<file path="config.mk">
export PLATFORM = sky130hd
export DESIGN_NAME = rgba_pixel_clamp_flat
export DESIGN_NICKNAME = d
export VERILOG_FILES = /design/src/rtl/core/rpc_pkg.sv /design/src/rtl/core/rpc_pixel_if.sv /design/src/rtl/core/rgba_pixel_clamp.sv /design/src/rtl/core/rpc_cfg_regs.sv /design/src/rtl/core/rpc_negate.sv /design/src/rtl/core/rpc_redist.sv /design/src/rtl/core/rpc_ceiling.sv /design/src/flat_wrapper.sv
export SDC_FILE = /design/constraint.sdc
export NUM_CORES = 2
export LEC_CHECK = 0
export BUFFER_PORTS_ARGS = -buffer_cell sky130_fd_sc_hd__clkbuf_2
export CORE_MARGIN = 5
export CORE_UTILIZATION = 45
export DETAILED_ROUTE_END_ITERATION = 8
export GPL_TIMING_DRIVEN = 1
export SYNTH_ARGS = -nofsm -noshare
export SYNTH_HDL_FRONTEND = slang
export SYNTH_SLANG_ARGS = --single-unit
</file>
<file path="constraint.sdc">
create_clock -name clk -period 12.8 [get_ports clk]
set_input_delay 2.56 -clock clk [delete_from_list [all_inputs] [get_ports clk]]
set_output_delay 2.56 -clock clk [all_outputs]
set_load 0.02 [all_outputs]
</file>
<file path="src/rtl/core/rpc_pkg.sv">
`timescale 1ns / 1ps
// ----------------------------------------------------------------------------
// rpc_pkg: shared definitions for the RGBA pixel clamp
// Channel indices, register map codes and the mode flag group.
// ----------------------------------------------------------------------------
package rpc_pkg;

	localparam int NUM_CH    = 4;
	localparam int REG_IDX_W = 3;

	localparam logic [1:0] CH_RED   = 2'd0;
	localparam logic [1:0] CH_GREEN = 2'd1;
	localparam logic [1:0] CH_BLUE  = 2'd2;
	localparam logic [1:0] CH_ALPHA = 2'd3;

	typedef enum logic [REG_IDX_W-1:0] {
		REG_INVERT_MODE    = 3'd0,
		REG_FLOOR_ENABLE   = 3'd1,
		REG_CEILING_ENABLE = 3'd2,
		REG_FLOOR_LEVEL    = 3'd3,
		REG_CEILING_LEVEL  = 3'd4
	} rpc_reg_t;

	typedef struct packed {
		logic invert_mode;
		logic floor_enable;
		logic ceiling_enable;
	} rpc_mode_t;

endpackage

</file>
<file path="src/rtl/core/rpc_pixel_if.sv">
`timescale 1ns / 1ps
// ----------------------------------------------------------------------------
// rpc_pixel_if: pixel stream channels
// Valid/ready channels carrying one RGBA word, input and output flavours.
// ----------------------------------------------------------------------------
interface rpc_pixel_in_if #(parameter int COMP_WIDTH = 32);
	logic                         valid;
	logic                         ready;
	logic signed [COMP_WIDTH-1:0] red_in;
	logic signed [COMP_WIDTH-1:0] green_in;
	logic signed [COMP_WIDTH-1:0] blue_in;
	logic signed [COMP_WIDTH-1:0] alpha_in;

	modport source (output valid, output red_in, output green_in, output blue_in,
		output alpha_in, input ready);
	modport sink (input valid, input red_in, input green_in, input blue_in,
		input alpha_in, output ready);
endinterface

interface rpc_pixel_out_if #(parameter int COMP_WIDTH = 32);
	logic                         valid;
	logic                         ready;
	logic signed [COMP_WIDTH-1:0] red_out;
	logic signed [COMP_WIDTH-1:0] green_out;
	logic signed [COMP_WIDTH-1:0] blue_out;
	logic signed [COMP_WIDTH-1:0] alpha_out;

	modport source (output valid, output red_out, output green_out, output blue_out,
		output alpha_out, input ready);
	modport sink (input valid, input red_out, input green_out, input blue_out,
		input alpha_out, output ready);
endinterface

</file>
<file path="src/rtl/core/rgba_pixel_clamp.sv">
`timescale 1ns / 1ps
// ----------------------------------------------------------------------------
// rgba_pixel_clamp: RGBA fixed point clamp
// Clamps one signed fixed point RGBA word per clock while pix_out does not stall.
// ----------------------------------------------------------------------------
// pix_in takes a word whenever valid and ready are both high; pix_out shows
// the clamped word until the receiver takes it. The user must see that the
// registers are written over the APB port only while the pipeline is empty;
// the block itself does not enforce this. From acceptance to pix_out.valid a
// word passes the negate, red, green and blue steps, then ceiling and the
// zero-alpha override, one register stage each. Throughput is one word per
// cycle while pix_out does not stall; the red/green/blue steps form a
// dependent chain of saturating subtracts, one channel per stage. Each stage
// loads when it is empty or the stage after it loads, so a stall at pix_out
// backs up one stage at a time and bubbles are squeezed out; pix_in.ready
// stays high while any stage is empty. Nothing is lost or repeated under stall.
// Reset clears all stage valid bits and returns the registers to their
// defaults (floor 0, ceiling 1.0, floor and ceiling clamps on).
// ----------------------------------------------------------------------------
module rgba_pixel_clamp #(
	parameter int COMP_WIDTH = 32,
	parameter int FRAC_BITS  = 16,
	localparam int APB_DATA_W = (COMP_WIDTH > 32) ? 64 : 32,
	localparam int APB_ADDR_W = rpc_pkg::REG_IDX_W + ((APB_DATA_W == 64) ? 3 : 2)
) (
	input  logic                  clk,
	input  logic                  arst_n,
	rpc_pixel_in_if.sink          pix_in,
	rpc_pixel_out_if.source       pix_out,
	input  logic                  psel,
	input  logic                  penable,
	input  logic                  pwrite,
	input  logic [APB_ADDR_W-1:0] paddr,
	input  logic [APB_DATA_W-1:0] pwdata,
	output logic [APB_DATA_W-1:0] prdata,
	output logic                  pready
);
	import rpc_pkg::*;

	typedef logic [NUM_CH-1:0][COMP_WIDTH-1:0] pix_t;

	rpc_mode_t                    mode;
	logic signed [COMP_WIDTH-1:0] floor_level;
	logic signed [COMP_WIDTH-1:0] ceiling_level;

	pix_t pix_in_w, neg_pix, red_pix, green_pix, blue_pix, ceil_pix;
	logic neg_zero;

	logic load1, load2, load3, load4, load5;

	logic valid_s1, valid_s2, valid_s3, valid_s4, valid_s5;
	logic zero_s1, zero_s2, zero_s3, zero_s4;
	pix_t pix_s1, pix_s2, pix_s3, pix_s4, pix_s5;

	rpc_cfg_regs #(
		.COMP_WIDTH (COMP_WIDTH),
		.FRAC_BITS  (FRAC_BITS),
		.APB_DATA_W (APB_DATA_W),
		.APB_ADDR_W (APB_ADDR_W)
	) u_cfg (
		.clk           (clk),
		.arst_n        (arst_n),
		.psel          (psel),
		.penable       (penable),
		.pwrite        (pwrite),
		.paddr         (paddr),
		.pwdata        (pwdata),
		.prdata        (prdata),
		.pready        (pready),
		.mode          (mode),
		.floor_level   (floor_level),
		.ceiling_level (ceiling_level)
	);

	assign pix_in_w[CH_RED]   = pix_in.red_in;
	assign pix_in_w[CH_GREEN] = pix_in.green_in;
	assign pix_in_w[CH_BLUE]  = pix_in.blue_in;
	assign pix_in_w[CH_ALPHA] = pix_in.alpha_in;

	// advance a stage when it is empty or its successor advances
	assign load5 = !valid_s5 || pix_out.ready;
	assign load4 = !valid_s4 || load5;
	assign load3 = !valid_s3 || load4;
	assign load2 = !valid_s2 || load3;
	assign load1 = !valid_s1 || load2;

	assign pix_in.ready = load1;

	rpc_negate #(.COMP_WIDTH(COMP_WIDTH)) u_negate (
		.mode        (mode),
		.floor_level (floor_level),
		.pix         (pix_in_w),
		.pix_o       (neg_pix),
		.zero        (neg_zero)
	);

	rpc_redist #(.COMP_WIDTH(COMP_WIDTH)) u_red (
		.mode        (mode),
		.floor_level (floor_level),
		.ch          (CH_RED),
		.pix         (pix_s1),
		.pix_o       (red_pix)
	);

	rpc_redist #(.COMP_WIDTH(COMP_WIDTH)) u_green (
		.mode        (mode),
		.floor_level (floor_level),
		.ch          (CH_GREEN),
		.pix         (pix_s2),
		.pix_o       (green_pix)
	);

	rpc_redist #(.COMP_WIDTH(COMP_WIDTH)) u_blue (
		.mode        (mode),
		.floor_level (floor_level),
		.ch          (CH_BLUE),
		.pix         (pix_s3),
		.pix_o       (blue_pix)
	);

	rpc_ceiling #(.COMP_WIDTH(COMP_WIDTH)) u_ceiling (
		.mode          (mode),
		.ceiling_level (ceiling_level),
		.zero          (zero_s4),
		.pix           (pix_s4),
		.pix_o         (ceil_pix)
	);

	always_ff @(posedge clk or negedge arst_n) begin
		if (!arst_n) begin
			valid_s1 <= 1'b0;
			valid_s2 <= 1'b0;
			valid_s3 <= 1'b0;
			valid_s4 <= 1'b0;
			valid_s5 <= 1'b0;
		end else begin
			if (load1) valid_s1 <= pix_in.valid;
			if (load2) valid_s2 <= valid_s1;
			if (load3) valid_s3 <= valid_s2;
			if (load4) valid_s4 <= valid_s3;
			if (load5) valid_s5 <= valid_s4;
		end
	end

	always_ff @(posedge clk) begin
		if (load1) begin
			pix_s1  <= neg_pix;
			zero_s1 <= neg_zero;
		end
		if (load2) begin
			pix_s2  <= red_pix;
			zero_s2 <= zero_s1;
		end
		if (load3) begin
			pix_s3  <= green_pix;
			zero_s3 <= zero_s2;
		end
		if (load4) begin
			pix_s4  <= blue_pix;
			zero_s4 <= zero_s3;
		end
		if (load5)
			pix_s5 <= ceil_pix;
	end

	assign pix_out.valid     = valid_s5;
	assign pix_out.red_out   = pix_s5[CH_RED];
	assign pix_out.green_out = pix_s5[CH_GREEN];
	assign pix_out.blue_out  = pix_s5[CH_BLUE];
	assign pix_out.alpha_out = pix_s5[CH_ALPHA];

endmodule

</file>
<file path="src/rtl/core/rpc_cfg_regs.sv">
`timescale 1ns / 1ps
// ----------------------------------------------------------------------------
// rpc_cfg_regs: APB register file
// Holds mode flags and the floor and ceiling levels; always ready.
// ----------------------------------------------------------------------------
module rpc_cfg_regs #(
	parameter int COMP_WIDTH = 32,
	parameter int FRAC_BITS  = 16,
	parameter int APB_DATA_W = 32,
	parameter int APB_ADDR_W = 5
) (
	input  logic                         clk,
	input  logic                         arst_n,
	input  logic                         psel,
	input  logic                         penable,
	input  logic                         pwrite,
	input  logic [APB_ADDR_W-1:0]        paddr,
	input  logic [APB_DATA_W-1:0]        pwdata,
	output logic [APB_DATA_W-1:0]        prdata,
	output logic                         pready,
	output rpc_pkg::rpc_mode_t           mode,
	output logic signed [COMP_WIDTH-1:0] floor_level,
	output logic signed [COMP_WIDTH-1:0] ceiling_level
);
	import rpc_pkg::*;

	localparam logic [COMP_WIDTH-1:0] CEIL_RESET = COMP_WIDTH'(1) << FRAC_BITS;

	rpc_mode_t             mode_q;
	logic [COMP_WIDTH-1:0] floor_q;
	logic [COMP_WIDTH-1:0] ceiling_q;
	rpc_reg_t              reg_idx;
	logic                  wr_en;

	assign pready  = 1'b1;
	assign wr_en   = psel && penable && pwrite;
	assign reg_idx = rpc_reg_t'(paddr[APB_ADDR_W-1 -: REG_IDX_W]);

	always_ff @(posedge clk or negedge arst_n) begin
		if (!arst_n) begin
			mode_q.invert_mode    <= 1'b0;
			mode_q.floor_enable   <= 1'b1;
			mode_q.ceiling_enable <= 1'b1;
			floor_q               <= '0;
			ceiling_q             <= CEIL_RESET;
		end else if (wr_en) begin
			unique case (reg_idx)
				REG_INVERT_MODE:    mode_q.invert_mode    <= pwdata[0];
				REG_FLOOR_ENABLE:   mode_q.floor_enable   <= pwdata[0];
				REG_CEILING_ENABLE: mode_q.ceiling_enable <= pwdata[0];
				REG_FLOOR_LEVEL:    floor_q               <= pwdata[COMP_WIDTH-1:0];
				REG_CEILING_LEVEL:  ceiling_q             <= pwdata[COMP_WIDTH-1:0];
				default: ;
			endcase
		end
	end

	always_comb begin
		prdata = '0;
		unique case (reg_idx)
			REG_INVERT_MODE:    prdata = APB_DATA_W'(mode_q.invert_mode);
			REG_FLOOR_ENABLE:   prdata = APB_DATA_W'(mode_q.floor_enable);
			REG_CEILING_ENABLE: prdata = APB_DATA_W'(mode_q.ceiling_enable);
			REG_FLOOR_LEVEL:    prdata = APB_DATA_W'(floor_q);
			REG_CEILING_LEVEL:  prdata = APB_DATA_W'(ceiling_q);
			default:            prdata = '0;
		endcase
	end

	assign mode          = mode_q;
	assign floor_level   = $signed(floor_q);
	assign ceiling_level = $signed(ceiling_q);

endmodule

</file>
<file path="src/rtl/core/rpc_negate.sv">
`timescale 1ns / 1ps
// ----------------------------------------------------------------------------
// rpc_negate: first stage logic
// Flags zero alpha and negates the whole word when alpha sits below the floor
// in invert mode, saturating the most negative value.
// ----------------------------------------------------------------------------
module rpc_negate #(
	parameter int COMP_WIDTH = 32
) (
	input  rpc_pkg::rpc_mode_t                                 mode,
	input  logic signed [COMP_WIDTH-1:0]                       floor_level,
	input  logic [rpc_pkg::NUM_CH-1:0][COMP_WIDTH-1:0]         pix,
	output logic [rpc_pkg::NUM_CH-1:0][COMP_WIDTH-1:0]         pix_o,
	output logic                                               zero
);
	import rpc_pkg::*;

	localparam logic [COMP_WIDTH-1:0] MAX_VAL = {1'b0, {(COMP_WIDTH-1){1'b1}}};
	localparam logic [COMP_WIDTH-1:0] MIN_VAL = {1'b1, {(COMP_WIDTH-1){1'b0}}};

	logic neg_all;

	assign zero    = (pix[CH_ALPHA] == '0);
	assign neg_all = mode.invert_mode && ($signed(pix[CH_ALPHA]) < floor_level);

	always_comb begin
		for (int i = 0; i < NUM_CH; i++) begin
			if (!neg_all)
				pix_o[i] = pix[i];
			else if (pix[i] == MIN_VAL)
				pix_o[i] = MAX_VAL;
			else
				pix_o[i] = -pix[i];
		end
	end

endmodule

</file>
<file path="src/rtl/core/rpc_redist.sv">
`timescale 1ns / 1ps
// ----------------------------------------------------------------------------
// rpc_redist: one colour channel step
// In invert mode a channel below the floor is taken from the other two
// colour channels (saturating) and pinned to the floor. With invert mode off
// and floor enable on, the red step also applies the plain floor clamp to all four channels.
// ----------------------------------------------------------------------------
module rpc_redist #(
	parameter int COMP_WIDTH = 32
) (
	input  rpc_pkg::rpc_mode_t                         mode,
	input  logic signed [COMP_WIDTH-1:0]               floor_level,
	input  logic [1:0]                                 ch,
	input  logic [rpc_pkg::NUM_CH-1:0][COMP_WIDTH-1:0] pix,
	output logic [rpc_pkg::NUM_CH-1:0][COMP_WIDTH-1:0] pix_o
);
	import rpc_pkg::*;

	localparam logic [COMP_WIDTH-1:0] MAX_VAL = {1'b0, {(COMP_WIDTH-1){1'b1}}};
	localparam logic [COMP_WIDTH-1:0] MIN_VAL = {1'b1, {(COMP_WIDTH-1){1'b0}}};

	logic [1:0]            idx_a;
	logic [1:0]            idx_b;
	logic [COMP_WIDTH-1:0] cur;

	function automatic logic [COMP_WIDTH-1:0] sat_sub(input logic [COMP_WIDTH-1:0] x,
		input logic [COMP_WIDTH-1:0] y);
		logic [COMP_WIDTH:0] d;
		d = {x[COMP_WIDTH-1], x} - {y[COMP_WIDTH-1], y};
		if (d[COMP_WIDTH] != d[COMP_WIDTH-1])
			sat_sub = d[COMP_WIDTH] ? MIN_VAL : MAX_VAL;
		else
			sat_sub = d[COMP_WIDTH-1:0];
	endfunction

	always_comb begin
		unique case (ch)
			CH_RED: begin
				idx_a = CH_GREEN;
				idx_b = CH_BLUE;
			end
			CH_GREEN: begin
				idx_a = CH_BLUE;
				idx_b = CH_RED;
			end
			default: begin
				idx_a = CH_RED;
				idx_b = CH_GREEN;
			end
		endcase
	end

	assign cur = pix[ch];

	always_comb begin
		pix_o = pix;
		if (mode.invert_mode) begin
			if ($signed(cur) < floor_level) begin
				pix_o[idx_a] = sat_sub(pix[idx_a], cur);
				pix_o[idx_b] = sat_sub(pix[idx_b], cur);
				pix_o[ch]    = floor_level;
			end
		end else if (mode.floor_enable && (ch == CH_RED)) begin
			for (int i = 0; i < NUM_CH; i++) begin
				if ($signed(pix[i]) < floor_level)
					pix_o[i] = floor_level;
			end
		end
	end

endmodule

</file>
<file path="src/rtl/core/rpc_ceiling.sv">
`timescale 1ns / 1ps
// ----------------------------------------------------------------------------
// rpc_ceiling: final stage logic
// Limits every channel to the ceiling when the ceiling clamp is on, and forces a
// transparent word when the incoming alpha was zero.
// ----------------------------------------------------------------------------
module rpc_ceiling #(
	parameter int COMP_WIDTH = 32
) (
	input  rpc_pkg::rpc_mode_t                         mode,
	input  logic signed [COMP_WIDTH-1:0]               ceiling_level,
	input  logic                                       zero,
	input  logic [rpc_pkg::NUM_CH-1:0][COMP_WIDTH-1:0] pix,
	output logic [rpc_pkg::NUM_CH-1:0][COMP_WIDTH-1:0] pix_o
);
	import rpc_pkg::*;

	always_comb begin
		for (int i = 0; i < NUM_CH; i++) begin
			if (zero)
				pix_o[i] = '0;
			else if (mode.ceiling_enable && ($signed(pix[i]) > ceiling_level))
				pix_o[i] = ceiling_level;
			else
				pix_o[i] = pix[i];
		end
	end

endmodule

</file>
<file path="src/flat_wrapper.sv">
// flat-port wrapper written by rule: the top's interface ports become plain ports
module rgba_pixel_clamp_flat import rpc_pkg::*;
#(
	parameter int COMP_WIDTH = 32,
	parameter int FRAC_BITS  = 16,
	localparam int APB_DATA_W = (COMP_WIDTH > 32) ? 64 : 32,
	localparam int APB_ADDR_W = rpc_pkg::REG_IDX_W + ((APB_DATA_W == 64) ? 3 : 2)
)
  (clk, arst_n, psel, penable, pwrite, paddr, pwdata, prdata, pready, pix_in_valid, pix_in_red_in, pix_in_green_in, pix_in_blue_in, pix_in_alpha_in, pix_in_ready, pix_out_valid, pix_out_red_out, pix_out_green_out, pix_out_blue_out, pix_out_alpha_out, pix_out_ready);
  rpc_pixel_in_if #(.COMP_WIDTH(COMP_WIDTH)) pix_in_i ();
  rpc_pixel_out_if #(.COMP_WIDTH(COMP_WIDTH)) pix_out_i ();
  input  logic clk;
  input  logic arst_n;
  input  logic psel;
  input  logic penable;
  input  logic pwrite;
  input  logic [APB_ADDR_W-1:0] paddr;
  input  logic [APB_DATA_W-1:0] pwdata;
  output logic [APB_DATA_W-1:0] prdata;
  output logic pready;
  input wire logic [$bits(pix_in_i.valid)-1:0] pix_in_valid;
  input wire logic [$bits(pix_in_i.red_in)-1:0] pix_in_red_in;
  input wire logic [$bits(pix_in_i.green_in)-1:0] pix_in_green_in;
  input wire logic [$bits(pix_in_i.blue_in)-1:0] pix_in_blue_in;
  input wire logic [$bits(pix_in_i.alpha_in)-1:0] pix_in_alpha_in;
  output wire logic [$bits(pix_in_i.ready)-1:0] pix_in_ready;
  output wire logic [$bits(pix_out_i.valid)-1:0] pix_out_valid;
  output wire logic [$bits(pix_out_i.red_out)-1:0] pix_out_red_out;
  output wire logic [$bits(pix_out_i.green_out)-1:0] pix_out_green_out;
  output wire logic [$bits(pix_out_i.blue_out)-1:0] pix_out_blue_out;
  output wire logic [$bits(pix_out_i.alpha_out)-1:0] pix_out_alpha_out;
  input wire logic [$bits(pix_out_i.ready)-1:0] pix_out_ready;
  assign pix_in_i.valid = pix_in_valid;
  assign pix_in_i.red_in = pix_in_red_in;
  assign pix_in_i.green_in = pix_in_green_in;
  assign pix_in_i.blue_in = pix_in_blue_in;
  assign pix_in_i.alpha_in = pix_in_alpha_in;
  assign pix_in_ready = pix_in_i.ready;
  assign pix_out_valid = pix_out_i.valid;
  assign pix_out_red_out = pix_out_i.red_out;
  assign pix_out_green_out = pix_out_i.green_out;
  assign pix_out_blue_out = pix_out_i.blue_out;
  assign pix_out_alpha_out = pix_out_i.alpha_out;
  assign pix_out_i.ready = pix_out_ready;
  rgba_pixel_clamp #(.COMP_WIDTH(COMP_WIDTH), .FRAC_BITS(FRAC_BITS)) u_core (.clk(clk), .arst_n(arst_n), .pix_in(pix_in_i), .pix_out(pix_out_i), .psel(psel), .penable(penable), .pwrite(pwrite), .paddr(paddr), .pwdata(pwdata), .prdata(prdata), .pready(pready));
endmodule
</file>
==> results.txt <==
Detailed-route via count - 41.9k
Total power density per cell area - 321 nW/µm²
Max incr delay on CP - 530 ps
Hold Fails Final Rpt - 0
Maximum buffer depth of the clock tree - 3
Net count reported at finish - 6254
Drt initial violations - 3529
H-Tree Depth - 3
Post-CTS sizing - 0
Number of inserted filler cells in the final layout - 10.5k
Dominant cell type by count on the critical path - clkbuf_2
Tightest Pin Transition - 1140 ps
Number of max-cap violations - 0
Synth async-reset ratio - 10.1%
Average footprint of a synthesized cell - 9.68 µm²
Number of sinks on the clock net - 716
Worst hold-check slack - 404 ps
TritonCTS clock tree - yes
Via count of the first global-routing pass - 40.5k
First-pass GRT wire length - 249000 µm
Postcts setup bufs - 0
Crit path max-delay cell type - nor2b_1
Synth Warn # - 0
Maximum ir drop on the vdd rail - 330 µV
Internal Power - 0.00954 W
R2r setup slk - 6830 ps
Part of the power in registers - 26.0%
Detailed-route vias per instance - 5.90
Sw Share - 47.9%
Core Rows - 123
Initial cell density of the core - 45.3%
Proportion of power drawn by combinational gates - 60.9%
Setup repair after global routing missed its margin - no
Worst reg2reg path startpoint - u_core.pix_s1[81]
Maximum number of pins on one net before global-route repair - 112
Worst Hold Path EP - u_core.pix_s3[114]
Number of synthesized flops with an enable pin - 644
Number of slew-limit violations in the final report - 0
Worst hold path stage count - 0
Layout cell share with drive strength beyond 1 - 11.6%
Cell family with the largest share of critical-path delay - simple AND/OR/NAND/NOR gates
R2r worst-path depth - 17
Worst setup EP type - primary output
Critical Path Source Type - primary input
Die Width - 346 µm
Core ar. - 112000 µm²
Clock-pin slew on the worst setup and hold paths - 70 ps
Clock period minus worst slack - 7350 ps
Number of placed instances with taps included - 6941
Flip-flop and latch count after synthesis - 716
Slew HR - 23.4%
Top FF cell, synth - edfxtp_1
CP Max Fanout - 59
Class of the most critical setup path - primary input to primary output
Worst hold path type - register to register
DIE AREA - 120000 µm²
Hold-fix buffers at CTS - 0
GRT Residual Overflow - 0
Post-route clock period utilization - 57.4%
Routed WL per cell - 23.7 µm
Number of iterations in the first detailed-routing pass - 6
Data arrival at the endpoint of the critical path - 4790 ps
Status - complete, no violations
WP buf/inv - 4
Gp weighted congestion - 0.925
Part of the Yosys area used for sequential elements - 41.6%
Non-filler instance count after layout - 7097
Clock Tree Root - clkbuf_16
Clock Latency Late Sink - 660 ps
Static leakage - 24.2 nW
Part of the total power dissipated in the clock network - 13.1%
Placed wire-length estimate after detailed placement - 134000 µm
TNS Setup - 0 ps
Count of nets left with antenna violations after detail routing - 0
Height of the chip - 346 µm
Port Buf Inserts - 331
Post-Syn Area - 50900 µm²
Total Routed Length - 168000 µm
Layout Area Growth over Synthesis - 12.1%
Clock Skew - 33.0 ps
Total nets after synthesis - 5984
Cell variety after synth - 87
Antenna violations before repair - 10
Residual DRC - 0
Hold Path Origin - u_core.pix_s2[114]
Final setup violation count - 0
Total Routing Usage GR - 27.0%
Reg-to-reg endpoint - u_core.pix_s2[72]
Maximum clock frequency - 0.136 GHz
Cts bufs inserted - 82
Required time at the endpoint of the critical path - 10240 ps
Total net switching power - 0.00879 W
Number of top-level design ports - 335
Synthesized netlist cell count - 5255
Cell-by-cell trace of the critical path - clkbuf_2, nor2b_1, nand4_1, buf_4, inv_1, nand2_4, clkbuf_2
flip-flops by register name, summed over array words and instances, names as in the netlist:
name                        flops
u_core.valid_s3                 1
u_core.valid_s4                 1
u_core.valid_s1                 1
u_core.zero_s3                  1
u_core.pix_out.blue_out        32
u_core.pix_out.valid            1
u_core.pix_s2                 128
u_core.pix_out.alpha_out       32
u_core.u_cfg.ceiling_level     32
u_core.pix_s3                 128
u_core.valid_s2                 1
u_core.pix_out.red_out         32
u_core.pix_out.green_out       32
u_core.u_cfg.floor_level       32
u_core.zero_s4                  1
u_core.zero_s2                  1
u_core.u_cfg.mode               3
u_core.zero_s1                  1
u_core.pix_s4                 128
u_core.pix_s1                 128
placed cells by master, fill, tap and decap left out, drive strengths merged, types with 25 or more instances in the layout:
master	netlist	routed
a31oi	119	119
buf	33	88
a21o	196	196
xnor2	93	93
nor4	25	25
ha	551	551
nor2	399	399
dfrtp	69	69
o21ai	527	527
clkinv	1	26
inv	244	250
o21a	62	62
edfxtp	644	644
nand2b	82	82
xor2	70	70
nor3	74	74
nor2b	44	44
a21oi	420	420
a211oi	44	44
or3	71	71
mux2i	188	188
mux2	49	49
nand2	466	466
o221ai	25	25
o211ai	79	79
nand4	88	88
clkbuf	199	432
nand3	81	81
per-stage QoR:
step                area, µm²  setup WS (ps)  total power [W]  util [%]
finish                  57000           5450           0.0183      50.8
floorplan               50900            933           0.0124         -
global route            57000           5230           0.0197      50.8
CTS                     57000           5360           0.0182      50.7
detailed placement      54300           5370           0.0158      48.3
global placement        54300           5390           0.0156      48.3
metal layers:
metal	global-route usage (%)	routed length [µm]
met1	37.1	75300
met3	3.84	10700
met5	0	23
met2	43.7	75500
met4	9.91	6450
final cells by class:
class	count	area, µm²	share of cell area (%)
Antenna cell	7	17.5	0.0307
Clock inverter	47	577	1.01
Inverter	245	922	1.62
Sequential cell	716	21100	37.1
Clock buffer	102	2160	3.78
Tap cell	1500	1880	3.29
Timing Repair Buffer	418	2310	4.05
Multi-Input combinational cell	4062	28000	49.1
how the worst max path moves through the flow:
stage,from,end,cells after the start
2_1_floorplan,pix_out_ready,pix_in_ready,4
3_3_place_gp,pix_out_ready,pix_in_ready,7
3_5_place_dp,pix_out_ready,pix_in_ready,7
4_1_cts,pix_out_ready,pix_in_ready,7
5_1_grt,pix_out_ready,pix_in_ready,7
6_report,pix_out_ready,pix_in_ready,7
synth_stat cells (all sizes together), types with 62 or more instances:
| cell | n | area, µm² |
|---|---|---|
| a21o | 196 | 1470 |
| o211ai | 79 | 593 |
| a31oi | 119 | 744 |
| dfrtp | 69 | 1730 |
| inv | 244 | 916 |
| xnor2 | 93 | 815 |
| a21oi | 420 | 2100 |
| o21a | 62 | 465 |
| nand2b | 82 | 513 |
| nand3 | 81 | 405 |
| nand4 | 88 | 557 |
| mux2i | 188 | 1880 |
| o21ai | 527 | 2640 |
| or3 | 71 | 449 |
| nor3 | 74 | 375 |
| clkbuf | 199 | 747 |
| xor2 | 70 | 613 |
| ha | 551 | 6890 |
| edfxtp | 644 | 19300 |
| nand2 | 466 | 1750 |
| nor2 | 399 | 1500 |
power by group through the flow:
stage               clock, W  combinational, W  sequential (W)
global placement           0            0.0109         0.00476
floorplan                  0           0.00780         0.00456
global route         0.00255            0.0123         0.00484
detailed placement         0            0.0110         0.00477
CTS                  0.00246            0.0110         0.00473
finish               0.00241            0.0112         0.00476
logic make-up after synthesis:
logic type,share of synthesized area (%)
compound gates,20.0
xor+xnor,2.81
fa+ha+maj,13.8
buf+inv,3.57
flops,41.6
mux,4.83
other cells,0.00737
simple gates,13.4
Note: power is estimated with default switching activity, not from simulation.
